## config.mk

```make
export PLATFORM = sky130hd
export DESIGN_NAME = sorted_priority_queue
export DESIGN_NICKNAME = d
export VERILOG_FILES = /design/src/rtl/core/spq_pkg.sv /design/src/rtl/core/spq_store.sv /design/src/rtl/core/spq_seq.sv /design/src/rtl/core/sorted_priority_queue.sv
export VERILOG_INCLUDE_DIRS = /design/src /design/src/rtl/core
export SDC_FILE = /design/constraint.sdc
export NUM_CORES = 1
export LEC_CHECK = 0
export BUFFER_PORTS_ARGS = -buffer_cell sky130_fd_sc_hd__buf_2
export CORE_UTILIZATION = 65
export DETAILED_ROUTE_END_ITERATION = 12
export HOLD_SLACK_MARGIN = 0.12
export PLACE_DENSITY = 0.89
export SLEW_MARGIN = 10
export SYNTH_ARGS = -nofsm -noshare
export SYNTH_HDL_FRONTEND = slang
export SYNTH_SLANG_ARGS = --single-unit
```

## constraint.sdc

```tcl
create_clock -name clock -period 10.4 [get_ports clock]
set_input_delay 2.08 -clock clock [delete_from_list [all_inputs] [get_ports clock]]
set_output_delay 2.08 -clock clock [all_outputs]
set_load 0.02 [all_outputs]
```

## src/rtl/core/sorted_priority_queue_defines.svh

```systemverilog
// Assertion macros shared by the sorted priority queue RTL.
`ifndef SORTED_PRIORITY_QUEUE_DEFINES_SVH
`define SORTED_PRIORITY_QUEUE_DEFINES_SVH

// Same-cycle implication, checked outside reset.
`define SPQ_ASSERT_NOW(lbl, ante, cons, msg) \
   lbl: assert property (@(posedge clock) disable iff (reset) (ante) |-> (cons)) else $error(msg);

// Next-cycle implication, checked outside reset.
`define SPQ_ASSERT_NEXT(lbl, ante, cons, msg) \
   lbl: assert property (@(posedge clock) disable iff (reset) (ante) |=> (cons)) else $error(msg);

`endif

```

## src/rtl/core/spq_pkg.sv

```systemverilog
// Shared types and constants of the sorted priority queue.
package spq_pkg;

   localparam int DEF_QUEUE_DEPTH = 16;
   localparam int PRIO_W          = 16;
   localparam int HANDLE_W        = 16;
   localparam int ENTRY_W         = PRIO_W + HANDLE_W;
   localparam int COUNT_W         = 5;
   localparam int STATUS_W        = 2;
   localparam int REQ_DATA_W      = 32;
   localparam int RSP_DATA_W      = 40;

   // Request kinds.
   localparam logic REQ_INSERT = 1'b0;
   localparam logic REQ_REMOVE = 1'b1;

   // Status codes.
   localparam logic [STATUS_W-1:0] ST_DONE  = 2'd0;
   localparam logic [STATUS_W-1:0] ST_FULL  = 2'd1;
   localparam logic [STATUS_W-1:0] ST_EMPTY = 2'd2;

   // Completion of one request, from the sequencer to the output stage.
   typedef struct packed {
      logic                valid;
      logic [STATUS_W-1:0] status;
   } spq_done_type;

endpackage

```

## src/rtl/core/spq_store.sv

```systemverilog
// Entry store: one write port and one registered read port.
module spq_store import spq_pkg::*; #(
   parameter int DEPTH = DEF_QUEUE_DEPTH,
   localparam int AW = $clog2(DEPTH)
) (
   input  logic               clock,
   input  logic               wr_en,
   input  logic [AW-1:0]      wr_addr,
   input  logic [ENTRY_W-1:0] wr_data,
   input  logic [AW-1:0]      rd_addr,
   output logic [ENTRY_W-1:0] rd_data
);

   logic [ENTRY_W-1:0] mem_ff [DEPTH];
   logic [ENTRY_W-1:0] rd_data_ff;

   always_ff @(posedge clock) begin
      if (wr_en) begin
         mem_ff[wr_addr] <= wr_data;
      end
      rd_data_ff <= mem_ff[rd_addr];
   end

   assign rd_data = rd_data_ff;

endmodule

```

## src/rtl/core/spq_seq.sv

```systemverilog
// Request sequencer: walks the store one entry per cycle with a shared comparator.
module spq_seq import spq_pkg::*; #(
   parameter int DEPTH = DEF_QUEUE_DEPTH,
   localparam int AW = $clog2(DEPTH),
   localparam int CW = $clog2(DEPTH + 1)
) (
   input  logic                clock,
   input  logic                reset,
   input  logic                req_valid,
   output logic                req_ready,
   input  logic                req_kind,
   input  logic [PRIO_W-1:0]   req_prio,
   input  logic [HANDLE_W-1:0] req_handle,
   output logic                mem_wr_en,
   output logic [AW-1:0]       mem_wr_addr,
   output logic [ENTRY_W-1:0]  mem_wr_data,
   output logic [AW-1:0]       mem_rd_addr,
   input  logic [ENTRY_W-1:0]  mem_rd_data,
   input  logic                out_free,
   output spq_done_type        done,
   output logic [ENTRY_W-1:0]  head_entry,
   output logic [CW-1:0]       count
);

   localparam logic [2:0] S_IDLE = 3'd0;
   localparam logic [2:0] S_INS  = 3'd1;
   localparam logic [2:0] S_PUT  = 3'd2;
   localparam logic [2:0] S_REM  = 3'd3;
   localparam logic [2:0] S_FIN  = 3'd4;

   logic [2:0]          state_ff, state_in;
   logic [AW-1:0]       idx_ff, idx_in;
   logic [CW-1:0]       cnt_ff, cnt_in;
   logic [STATUS_W-1:0] status_ff, status_in;
   logic [ENTRY_W-1:0]  new_ff, new_in;
   logic [ENTRY_W-1:0]  head_ff, head_in;
   logic                rd_above;

   // Store entries hold the priority in the upper half.
   assign rd_above = mem_rd_data[ENTRY_W-1 -: PRIO_W] > new_ff[ENTRY_W-1 -: PRIO_W];

   always_comb begin
      state_in    = state_ff;
      idx_in      = idx_ff;
      cnt_in      = cnt_ff;
      status_in   = status_ff;
      new_in      = new_ff;
      req_ready   = 1'b0;
      mem_wr_en   = 1'b0;
      mem_wr_addr = idx_ff;
      mem_wr_data = new_ff;
      mem_rd_addr = idx_ff;
      done.valid  = 1'b0;
      done.status = status_ff;
      case (state_ff)
         S_IDLE: begin
            req_ready = 1'b1;
            if (req_valid) begin
               new_in    = {req_prio, req_handle};
               status_in = ST_DONE;
               state_in  = S_FIN;
               if (req_kind == REQ_INSERT) begin
                  if (cnt_ff == CW'(DEPTH)) begin
                     status_in = ST_FULL;
                  end else if (cnt_ff == '0) begin
                     mem_wr_en   = 1'b1;
                     mem_wr_addr = '0;
                     mem_wr_data = {req_prio, req_handle};
                     cnt_in      = cnt_ff + 1'b1;
                  end else begin
                     idx_in      = AW'(cnt_ff - 1'b1);
                     mem_rd_addr = AW'(cnt_ff - 1'b1);
                     cnt_in      = cnt_ff + 1'b1;
                     state_in    = S_INS;
                  end
               end else begin
                  if (cnt_ff == '0) begin
                     status_in = ST_EMPTY;
                  end else if (cnt_ff == CW'(1)) begin
                     cnt_in = '0;
                  end else begin
                     idx_in      = AW'(1);
                     mem_rd_addr = AW'(1);
                     cnt_in      = cnt_ff - 1'b1;
                     state_in    = S_REM;
                  end
               end
            end
         end
         S_INS: begin
            // Scan from the tail; each lower-or-equal entry moves down one slot.
            mem_wr_en   = 1'b1;
            mem_wr_addr = idx_ff + 1'b1;
            if (rd_above) begin
               mem_wr_data = new_ff;
               state_in    = S_FIN;
            end else begin
               mem_wr_data = mem_rd_data;
               if (idx_ff == '0) begin
                  state_in = S_PUT;
               end else begin
                  idx_in      = idx_ff - 1'b1;
                  mem_rd_addr = idx_ff - 1'b1;
               end
            end
         end
         S_PUT: begin
            mem_wr_en   = 1'b1;
            mem_wr_addr = '0;
            mem_wr_data = new_ff;
            state_in    = S_FIN;
         end
         S_REM: begin
            mem_wr_en   = 1'b1;
            mem_wr_addr = idx_ff - 1'b1;
            mem_wr_data = mem_rd_data;
            if (CW'(idx_ff) == cnt_ff) begin
               state_in = S_FIN;
            end else begin
               idx_in      = idx_ff + 1'b1;
               mem_rd_addr = idx_ff + 1'b1;
            end
         end
         S_FIN: begin
            done.valid = 1'b1;
            if (out_free) begin
               state_in = S_IDLE;
            end
         end
         default: begin
            state_in = S_IDLE;
         end
      endcase
   end

   // The head slot is mirrored so the result needs no extra store read.
   assign head_in = (mem_wr_en && mem_wr_addr == '0) ? mem_wr_data : head_ff;

   always_ff @(posedge clock) begin
      if (reset) begin
         state_ff <= S_IDLE;
         cnt_ff   <= '0;
      end else begin
         state_ff <= state_in;
         cnt_ff   <= cnt_in;
      end
      idx_ff    <= idx_in;
      status_ff <= status_in;
      new_ff    <= new_in;
      head_ff   <= head_in;
   end

   assign head_entry = head_ff;
   assign count      = cnt_ff;

endmodule

```

## src/rtl/core/sorted_priority_queue.sv

```systemverilog
// A bounded priority queue kept in descending priority order in an entry store with one
// write port and one registered read port. Every request answers with one word giving the
// head entry, the empty flag, the entry count and a status. The block takes one request at
// a time. An insert into an empty queue writes the head slot directly, one refused as full
// writes nothing, and any other insert scans from the tail, moving each entry of lower or
// equal priority down one slot, then writes the new entry into the freed slot. A remove
// shifts each remaining entry up one slot unless it empties the queue or is refused. The
// store's single read port and the one priority comparator move or test one entry per
// cycle. The result word sits in an output register; a new request is taken while it
// waits.
`include "sorted_priority_queue_defines.svh"

module sorted_priority_queue import spq_pkg::*; #(
   parameter int QUEUE_DEPTH = DEF_QUEUE_DEPTH
) (
   input  logic                  clock,
   input  logic                  reset,
   input  logic                  req_tvalid,
   output logic                  req_tready,
   // entry_priority [15:0], entry_handle [31:16]
   input  logic [REQ_DATA_W-1:0] req_tdata,
   // req_type [0]
   input  logic                  req_tuser,
   output logic                  rsp_tvalid,
   input  logic                  rsp_tready,
   // head_handle [15:0], head_priority [31:16], is_empty [32],
   // entry_count [37:33], status [39:38]
   output logic [RSP_DATA_W-1:0] rsp_tdata
);

   localparam int AW = $clog2(QUEUE_DEPTH);
   localparam int CW = $clog2(QUEUE_DEPTH + 1);

   logic                  mem_wr_en;
   logic [AW-1:0]         mem_wr_addr;
   logic [ENTRY_W-1:0]    mem_wr_data;
   logic [AW-1:0]         mem_rd_addr;
   logic [ENTRY_W-1:0]    mem_rd_data;
   logic                  out_free;
   spq_done_type          done;
   logic [ENTRY_W-1:0]    head_entry;
   logic [CW-1:0]         count;
   logic                  empty;
   logic                  rsp_valid_ff, rsp_valid_in;
   logic [RSP_DATA_W-1:0] rsp_data_ff, rsp_data_in;

   spq_store #(.DEPTH(QUEUE_DEPTH)) u_store (
      .clock   (clock),
      .wr_en   (mem_wr_en),
      .wr_addr (mem_wr_addr),
      .wr_data (mem_wr_data),
      .rd_addr (mem_rd_addr),
      .rd_data (mem_rd_data)
   );

   spq_seq #(.DEPTH(QUEUE_DEPTH)) u_seq (
      .clock       (clock),
      .reset       (reset),
      .req_valid   (req_tvalid),
      .req_ready   (req_tready),
      .req_kind    (req_tuser),
      .req_prio    (req_tdata[PRIO_W-1:0]),
      .req_handle  (req_tdata[PRIO_W +: HANDLE_W]),
      .mem_wr_en   (mem_wr_en),
      .mem_wr_addr (mem_wr_addr),
      .mem_wr_data (mem_wr_data),
      .mem_rd_addr (mem_rd_addr),
      .mem_rd_data (mem_rd_data),
      .out_free    (out_free),
      .done        (done),
      .head_entry  (head_entry),
      .count       (count)
   );

   assign out_free = !rsp_valid_ff || rsp_tready;
   assign empty    = (count == '0);

   always_comb begin
      rsp_valid_in = rsp_valid_ff && !rsp_tready;
      rsp_data_in  = rsp_data_ff;
      if (done.valid && out_free) begin
         rsp_valid_in = 1'b1;
         rsp_data_in  = {done.status,
                         COUNT_W'(count),
                         empty,
                         empty ? {PRIO_W{1'b0}} : head_entry[ENTRY_W-1 -: PRIO_W],
                         empty ? {HANDLE_W{1'b0}} : head_entry[HANDLE_W-1:0]};
      end
   end

   always_ff @(posedge clock) begin
      if (reset) begin
         rsp_valid_ff <= 1'b0;
      end else begin
         rsp_valid_ff <= rsp_valid_in;
      end
      rsp_data_ff <= rsp_data_in;
   end

   assign rsp_tvalid = rsp_valid_ff;
   assign rsp_tdata  = rsp_data_ff;

   `SPQ_ASSERT_NOW(a_count_bound, 1'b1, count <= CW'(QUEUE_DEPTH), "entry count above depth")
   `SPQ_ASSERT_NEXT(a_busy_after_accept, req_tvalid && req_tready, !req_tready, "request taken while busy")
   `SPQ_ASSERT_NOW(a_refused_empty, rsp_tvalid && rsp_tdata[39:38] == ST_EMPTY, rsp_tdata[32], "empty refusal on a filled queue")
   `SPQ_ASSERT_NOW(a_empty_flag, rsp_tvalid, rsp_tdata[32] == (rsp_tdata[37:33] == '0) || QUEUE_DEPTH > 31, "empty flag disagrees with count")

endmodule

```

# Yosys cells after proc, flatten, opt, wreduce, memory -nomap -nowiden
# Memory sizes are Yosys's and may differ from the RTL's. A register that Yosys moved wholly into a read port is not among the register bits.
# Cells that the tools add are included.
dict set report word_totals {
  register_bits 119
  ram_bits 512
  wordCells 91
  n_memories 1
}
# memory depth word_bits rd rd_ports_with_merged_regs wr line_no
set memory_table {}
lappend memory_table {u_store.mem_ff 16 32 1 1 1 spq_store.sv:14} ;# logic [ENTRY_W-1:0] mem_ff [DEPTH];
dict set report op_classes {
  addsub 4
  n_lt_le_gt_ge 1
  eq_ne 13
  n_mux 49
  reduce_logical 14
}
# operator count
set ops {}
lappend ops {{$mux 32} 5}
lappend ops {{$pmux 32 s3} 1}
lappend ops {{$mux 4} 13}
lappend ops {{$mux 3} 10}
lappend ops {{$mux 5} 4}
lappend ops {{$gt 16x16->1} 1}
lappend ops {{$pmux 4 s4} 1}
lappend ops {{$pmux 3 s5} 1}
lappend ops {{$pmux 4 s3} 1}
lappend ops {{$mux 1} 10}
lappend ops {{$logic_not 4->1} 2}
lappend ops {{$ne 2x2->1 const B} 4}
lappend ops {{$reduce_and 4->1} 2}
lappend ops {{$eq 3x2->1 const B} 2}
lappend ops {{$add 5x1->5 const B} 1}
lappend ops {{$eq 4x5->1} 1}
lappend ops {{$eq 5x1->1 const B} 1}
lappend ops {{$eq 5x5->1 const B} 1}
lappend ops {{$logic_not 5->1} 1}
lappend ops {{$sub 5x1->5 const B} 1}
lappend ops {{$add 4x1->4 const B} 1}
lappend ops {{$mux 2} 2}
lappend ops {{$sub 4x1->4 const B} 1}
lappend ops {{$eq 3x1->1 const B} 1}
lappend ops {{other kinds (10)} 13}

# Depth between registers and ports, before layout
# Gate-level depths: netlist of run 1.
dict set report logic_depth {
  depth_word 8
  depth_mapped 14
  depth_no_buf 11
}

# Modules after synthesis
# From an unflattened synthesis of run 1, not the netlist that was laid out.
dict set report unflattened {
  cells_unflattened 1300
  hier_area_um2 25672.1
}
# module n_inst cells_each area_each_um2
set by_module_without_submodules {}
lappend by_module_without_submodules {spq_store 1 838 19835.3}
lappend by_module_without_submodules {spq_seq 1 376 4265.3}
lappend by_module_without_submodules {sorted_priority_queue 1 86 1571.5}

# Worst setup path before layout of run 1
# OpenSTA, ideal clock, no wires.
dict set report synth_timing {
  kind {input to register}
  from {input port req_tuser}
  to {memory u_store.mem_ff[2][0] (netlist name) (enable)}
  setup_time_ns 0.421
  t_arrival_ns 4.575
  required_time_ns 9.979
  path_slack_ns 5.404
  path_stages 6
  path_buffers 1
  path_cell_list {clkbuf_1 -> nand3b_1 -> a21oi_1 -> o21ai_0 -> or2_2 -> nor2_1}
}
dict set report synth_between {
  elab_chain_len 5
}
# element line_no
set synth_rtl {}
lappend synth_rtl {{start, declared} sorted_priority_queue.sv:23} ;# input logic req_tuser,
lappend synth_rtl {{$mux 1} spq_seq.sv:62} ;# if (req_kind == REQ_INSERT) begin
lappend synth_rtl {{$mux 1} spq_seq.sv:58} ;# if (req_valid) begin
lappend synth_rtl {{$pmux 1 s2} spq_seq.sv:55} ;# case (state_ff)
lappend synth_rtl {{$mux 1} spq_store.sv:18} ;# if (wr_en) begin
lappend synth_rtl {{$mux 1 (implied by the code)} spq_store.sv:19} ;# mem_ff[wr_addr] <= wr_data;
lappend synth_rtl {{end, declared} spq_store.sv:14}
# Parallel ways exist; a longest one is shown, timed or not.

# Worst setup path after layout of run 1
dict set report layout_timing {
  from {input port req_tuser}
  to {register u_store.rd_data_ff[7] (netlist: u_store.rd_data[7]), read port of u_store.mem_ff}
}
dict set report layout_between {
  elab_chain_len 3
}
# element line_no
set layout_rtl {}
lappend layout_rtl {{$mux 4} spq_seq.sv:62}
lappend layout_rtl {{$mux 4} --}
lappend layout_rtl {{$pmux 4 s3} --}
lappend layout_rtl {{end, declared} spq_store.sv:15} ;# logic [ENTRY_W-1:0] rd_data_ff;
# Every way passes these cells.
# A chain may end at the register's enable or synchronous reset.

==> metrics, run 1 <==
Die ar.=40300 sq um; Hold Vio Cnt, Final=0; worst slew pin tran=about 1500 ps; routability congestion estimate=0.908; power per cell area=~360 nW/um^2; crit path max fanout=between 150 and 200; first-pass GRT wire length=~90000 microns; buffers and inverters on the worst path=3; Detailed Place HPWL=31500 microns; met2 wire len=30200 microns; worst path cell trace=buf_2 > a21oi_1 > o21ai_0 > a221oi_1 > a2111oi_2 > nand4_1 > buf_12 > buf_4 > mux2_2 > o211ai_1 > nand4_1; Netlist Area Pre-Place=around 26000 sq um; CTS tree=built; CTS root buffer=clkbuf_16; number of fill cells=approximately 2100; Worst Hold Depth=0; most used cell, CP=nand4_1; Comb pwr share=a little over two fifths; clock slew at reported path FFs=60 ps; Yosys top cell area share=about 69%; port bufs=~80; Final TNS setup=0 ps; clk buf depth=3; Clock H-tree levels=2; Yosys cell types=69; Net Count, Synth=roughly 1700; post-CTS resize count=0; Hold WC Path Type=reg -> reg; initial drt markers=2395; largest net degree at the start of global routing=258; Final period util=52.3%; Hold Crit Start=u_seq.status_ff[0]; crit path kind=in -> reg; synthesis-stage register bit count=~630; Pint=about 6.3 mW; R2R Path Start=u_seq.count[1]; All-Layer GR Usage=31.0%; Slew Limit Fails=0; top cells by area, synth=edfxtp_1 69%, mux2i_1 5.1%, o211ai_1 3.8%; critical path endpoint category=flop; die width=about 200 microns; Core Rows=between 70 and 80; final setup fails=0; Crit-path slowest cell=buf_4; Critical Path RT=between 10000 and 15000 ps; CP peak stage delay=~1000 ps; initial core utilization=66.2%; sequential-to-total area share from yosys stat=between 70% and 80%; final std cells w/o fill=approximately 2300; status=completed; layout cells sized above 1=between 10% and 20%; Clock Skews=between 20 and 25 ps; top cells by count, synth=586 x edfxtp_1, 175 x nand2_1, 131 x mux2i_1; Mapped Cells=approximately 1600; First-pass DRT Iterations=8; Top Layer Used=met4; Area Overhead vs Synth=11.5%; total power=10.4 mW; Post-synth ARST share=0%; Die Span Y=roughly 200 microns; drc violations=0; Slew HR=under 10%; Leak=roughly 10 nW; vias per cell=a little under 7; Inserted Clock Buffers=approximately 60; Reg2Reg Depth=12; routed vias=15500; switching pwr=~4 mW; number of global-route vias before repair=~15000; routed wire length=~62000 microns; Worst R2R End=u_store.mem_ff[1][12]; most common cell in the netlist=edfxtp_1; internal reg-to-reg setup slack=slightly above 5000 ps; number of clock sinks=631; Syn. warnings=0; startpoint type of the worst setup path=primary input; VDD IR-drop max=around 0.6 mV; clock share of power=20.3%; number of max-cap violations=0; antenna violation net count after detailed routing=0; Mapped Avg Cell Area=roughly 16 sq um; CP top delay family=buffers and inverters; Final min period=between 5000 and 6000 ps; clock latency at the later pin of the worst-skew pair=around 630 ps; antenna violations before repair=0; crit path DAT=5930 ps; cell count after placement=roughly 2200; CTS Hold Bufs=0; I/O pin count=79; total grt overflow=0; core area=~39000 sq um; RSZ-0062 raised after global routing=false; Post CTS Setup Buffer Count=0; most common flop cell mapped by yosys=edfxtp_1; Seq pwr share=between 30% and 40%; Nets=1782; met3 WL=a little over 7000 microns; Sw Share=approximately two fifths; met1 wire length=roughly 22000 microns; Worst Hold Path EP=rsp_tdata[38]; WL/cell=roughly 27 microns; Fmax=around 180 MHz; area leader, netlist=edfxtp_1; number of flops mapped to enable cells by yosys=approximately 590
## registers in the layout (all words and copies together) (netlist names)
name	flops
u_seq.new_ff	32
rsp_tvalid	1
u_seq.status_ff	2
u_store.rd_data	32
u_seq.idx_ff	4
u_seq.state_ff	3
u_seq.count	5
rsp_tdata	40
u_store.mem_ff	512
## metrics by stage
stage                     setup WS (ps)  hold WS, ps  cell area [sq um]  utilization, %
final                              4960          417              28600            73.7
after global routing               4580          428              28600            73.7
after CTS                          4880          427              28600            73.7
after detailed placement           4320          425              26700            68.9
after global placement             4550          413              26700            68.9
after floorplan                    5400          400              25700               -
## cells by family after synthesis
group / after synthesis / share of synthesized area [%]
buf+inv: 146 / 2.69
simple gates: 320 / 5.87
flops: 631 / 72.0
xor+xnor: 8 / 0.273
mux: 261 / 10.8
compound gates: 253 / 7.34
fa+ha+maj: 21 / 1.02
## worst reg2reg max path: cells and delay by family, from the launching register on
kind | cells | cell delay, ps
AOI/OAI and AO/OA | 2 | 890
buffers and inverters | 4 | 1390
adders and majority gates | 1 | 360
DFF | 1 | 400
and+or+nand+nor | 5 | 1880
## power by group through the flow
stage	Clock, mW	Combinational [mW]	Sequential [mW]
floorplan	0	3.20	3.76
finish	2.11	4.53	3.73
CTS	2.12	4.43	3.72
global placement	0	4.14	3.75
detailed placement	0	4.33	3.77
global route	2.22	4.77	3.76
## placed cells by master (no fill, tap or decap), drive strengths merged, types with 2 or more instances in the layout
cell type / count
buf: 120
nand3: 5
inv: 51
nor3: 6
o41ai: 2
a311oi: 4
o21ai: 31
clkinv: 28
xor2: 4
a21boi: 3
a222oi: 19
or3: 3
mux2: 130
a21oi: 20
a22oi: 16
nand2b: 4
edfxtp: 586
and2: 5
nand2: 175
nor2b: 36
and3: 2
clkbuf: 76
nor3b: 5
o211ai: 130
a31oi: 3
bufinv: 4
nor2: 31
nand4: 38
nor4: 5
ha: 21
xnor2: 4
a2bb2oi: 2
a211oi: 3
mux2i: 131
dfxtp: 45
a221oi: 2
## metal layers
layer	track usage, %	vias up
met2	49.8	1172
met4	14.3	0
met3	5.88	210
met1	41.5	7564
met5	0	-
li1	-	6526
## area by class of cell
type | count | area (sq um) | area share, %
Multi-Input combinational cell | 863 | 6690 | 23.3
Timing Repair Buffer | 120 | 731 | 2.55
Inverter | 49 | 184 | 0.642
Clock inverter | 35 | 282 | 0.983
Clock buffer | 76 | 1600 | 5.59
Sequential cell | 631 | 18500 | 64.6
Antenna cell | 1 | 2.50 | 0.00874
Tap cell | 518 | 648 | 2.26
## worst max path at each step
stage | slack [ps] | from | end | cells after the start
global placement | 4550 | req_tuser | u_store.rd_data[2] | 11
CTS | 4880 | req_tuser | u_store.rd_data[7] | 11
global route | 4580 | req_tuser | u_store.rd_data[3] | 12
finish | 4960 | req_tuser | u_store.rd_data[7] | 11
detailed placement | 4320 | req_tuser | u_store.rd_data[7] | 11
floorplan | 5400 | req_tuser | u_store.mem_ff[2][0] | 6
(Power assumes the default switching activity.)
==> run 2, diff against run 1 <==
--- a/config.mk
+++ b/config.mk
@@ -7,10 +7,10 @@
 export NUM_CORES = 1
 export LEC_CHECK = 0
 export BUFFER_PORTS_ARGS = -buffer_cell sky130_fd_sc_hd__buf_2
-export CORE_UTILIZATION = 65
+export CORE_UTILIZATION = 62
 export DETAILED_ROUTE_END_ITERATION = 12
 export HOLD_SLACK_MARGIN = 0.12
-export PLACE_DENSITY = 0.89
+export PLACE_DENSITY = 0.85
 export SLEW_MARGIN = 10
 export SYNTH_ARGS = -nofsm -noshare
 export SYNTH_HDL_FRONTEND = slang
==> constraint.sdc (replaced) <==
create_clock -name clock -period 5.35 [get_ports clock]
set_input_delay 1.07 -clock clock [delete_from_list [all_inputs] [get_ports clock]]
set_output_delay 1.07 -clock clock [all_outputs]
set_load 0.02 [all_outputs]
==> run 2 against run 1 <==
Worst hold slack improved by 1.5 ps. Largest power group unchanged. Critical path type is now reg -> reg. Highest routed layer unchanged. Die area rose by 4.8%. Sequential power rose by 94%. Clock skew fell by 1.5 ps. First-iteration DRC count fell by 13%. Clock power rose by 94%. Critical endpoint is now u_store.mem_ff[3][23]. Non-clock buffer count rose by 11. Critical path depth fell by 1. Total power rose by 94%. Flip-flop and latch count did not move.
==> metrics, run 2 (synthesis results as in run 1) <==
status=completed; pre-CTS setup slack=1300 ps (-3030 ps); Detailed Place HPWL=32900 microns (+4.4%); routed vias=15100 (-2.2%); largest net degree at the start of global routing=145 (-44%); number of global-route vias before repair=14900 (-3.4%); Final min period=between 4000 and 5000 ps; port bufs=78 (unchanged); post-CTS resize count=0 (unchanged); Fmax=roughly 240 MHz; switching pwr=7.79 mW (+93%); worst slew pin tran=1060 ps (-427 ps); VDD IR-drop max=0.638 mV (+6.3%); number of clock sinks=631 (unchanged); Slew HR=29.4% (+28 points); Worst Setup SP=u_seq.new_ff[27]; Sw Share=38.7% (-0.28 points); initial core utilization=62.9% (-3.2 points); clock slew at reported path FFs=60 ps (about the same); initial drt markers=2072 (-13%); I/O pin count=79 (unchanged); Slew Limit Fails=0 (unchanged); Die Span Y=206 microns (+2.4%); Inserted Clock Buffers=58 (-1.7%); Pint=12.3 mW (+95%); antenna violations before repair=1 (+1); Area Overhead vs Synth=12.1%; routability congestion estimate=0.883 (-2.8%); Post CTS Setup Buffer Count=0 (unchanged); Hold WC Path Type=reg -> reg; crit path DAT=4350 ps (-1580 ps); clock share of power=20.4% (about the same); Comb pwr share=43.7% (about the same); most frequent cells in the layout=586 x edfxtp_1, 175 x nand2_1, 131 x mux2i_1; routed wire length=61200 microns (-1.8%); CTS Hold Bufs=0 (unchanged); Seq pwr share=35.9% (about the same); WL/cell=26.4 microns (-2.8%); power per cell area=699 nW/um^2 (+93%); total grt overflow=0 (unchanged); clk buf depth=3 (unchanged); crit path kind=reg -> reg; Critical Path RT=5620 ps (-5270 ps); drc violations=0 (unchanged); die width=206 microns (+2.4%); Clock H-tree levels=2 (unchanged); first-pass GRT wire length=90700 microns (-2.2%); Hold Crit Start=u_seq.status_ff[0]; buffers and inverters on the worst path=3 (unchanged); Core Rows=74 (+2.8%); Clock Skews=23.0 ps (-1.51 ps); startpoint type of the worst setup path=flop; Leak=10.1 nW (+0.69%); First-pass DRT Iterations=7 (-1); core area=40800 sq um (+5.2%); R2R Path Start=u_seq.new_ff[27]; number of max-cap violations=0 (unchanged); number of fill cells=2418 (+14%); Top reg by flops=u_store.mem_ff; commonest non-fill, non-tap cell in the layout=edfxtp_1; Layout Utilization=70.5% (-3.2 points); CP top delay family=compound AO/OA/AOI/OAI gates; CTS tree=built; Final period util=between 70% and 80%; layout cells sized above 1=18.7% (+0.59 points); Crit-path slowest cell=nand2_1; CTS root buffer=clkbuf_16; Final TNS setup=0 ps (unchanged); RSZ-0062 raised after global routing=false; All-Layer GR Usage=29.6% (-1.4 points); worst path cell trace=inv_1 > ha_1 > nand4_1 > a2111o_1 > a31o_1 > nand2_1 > nand2_1 > buf_4 > a222oi_1 > inv_1; antenna violation net count after detailed routing=0 (unchanged); Nets=1792 (+0.56%); critical path endpoint category=flop; vias per cell=6.54 (-3.1%); fin worst setup slack=1270 ps (-3690 ps); crit path max fanout=16 (-91%); final setup fails=0 (unchanged); clock latency at the later pin of the worst-skew pair=640 ps (about the same); CP peak stage delay=640 ps (-390 ps); Die ar.=42300 sq um (+4.8%); Hold Vio Cnt, Final=0 (unchanged); max reg flops=512 (unchanged)
[run 2: cell count changes in the layout (fill, tap and decap cells not counted), sizes merged]
cell	previous run	this run
buf	120	131
bufinv	4	6
clkbuf	76	69
clkinvlp	1	3
[run 2: metrics by stage]
step | instances | instance area [sq um] | hold slack, ps | power, mW
floorplan | 1640 | 25700 | 400 | 13.5
global placement | 2205 | 26900 | 405 | 15.6
detailed placement | 2205 | 26900 | 407 | 15.8
CTS | 2313 | 28800 | 420 | 20.0
global route | 2314 | 28800 | 446 | 21.0
finish | 2315 | 28800 | 419 | 20.1
[run 2: cell type report]
| class | instances | area (sq um) | share of cell area (%) |
|---|---|---|---|
| clock inverter | 39 | 362 | 1.26 |
| clock buffer | 69 | 1520 | 5.29 |
| timing repair buffer | 131 | 888 | 3.08 |
| antenna | 1 | 2.50 | 0.00869 |
| sequential | 631 | 18500 | 64.2 |
| tap | 532 | 666 | 2.31 |
| multi-input combinational | 863 | 6680 | 23.2 |
| inverter | 49 | 184 | 0.639 |
[run 2: worst reg2reg max path: cells and delay by family, from the launching register on]
| family | cells | cell delay, ps |
|---|---|---|
| and+or+nand+nor | 3 | 980 |
| adders and majority gates | 1 | 330 |
| buffers and inverters | 3 | 870 |
| DFF | 1 | 390 |
| AOI/OAI and AO/OA | 3 | 1160 |
[run 2: final timing paths]
path                                              end  cells past startpoint  slack, ps
worst max-delay path            u_store.mem_ff[3][23]                     10       1270
worst min-delay path                    rsp_tdata[38]                      0        420
worst max register to register  u_store.mem_ff[3][23]                     10       1270
worst min register to register          rsp_tdata[38]                      0        420
[run 2: power by group through the flow]
stage                     Combinational [mW]  Sequential, mW  Clock (mW)
after floorplan                         6.21            7.32           0
after global placement                  8.27            7.29           0
after detailed placement                8.52            7.32           0
after CTS                               8.67            7.23        4.13
after global routing                    9.39            7.29        4.31
final                                   8.80            7.24        4.10
[run 2: per-layer routing]
metal	up-vias	part of all wire, %	global-route usage (%)
met3	179	10	5.34
met1	7459	38	40.0
met4	0	4.3	14.0
li1	6552	-	-
met2	947	48	46.8
met5	-	0	0
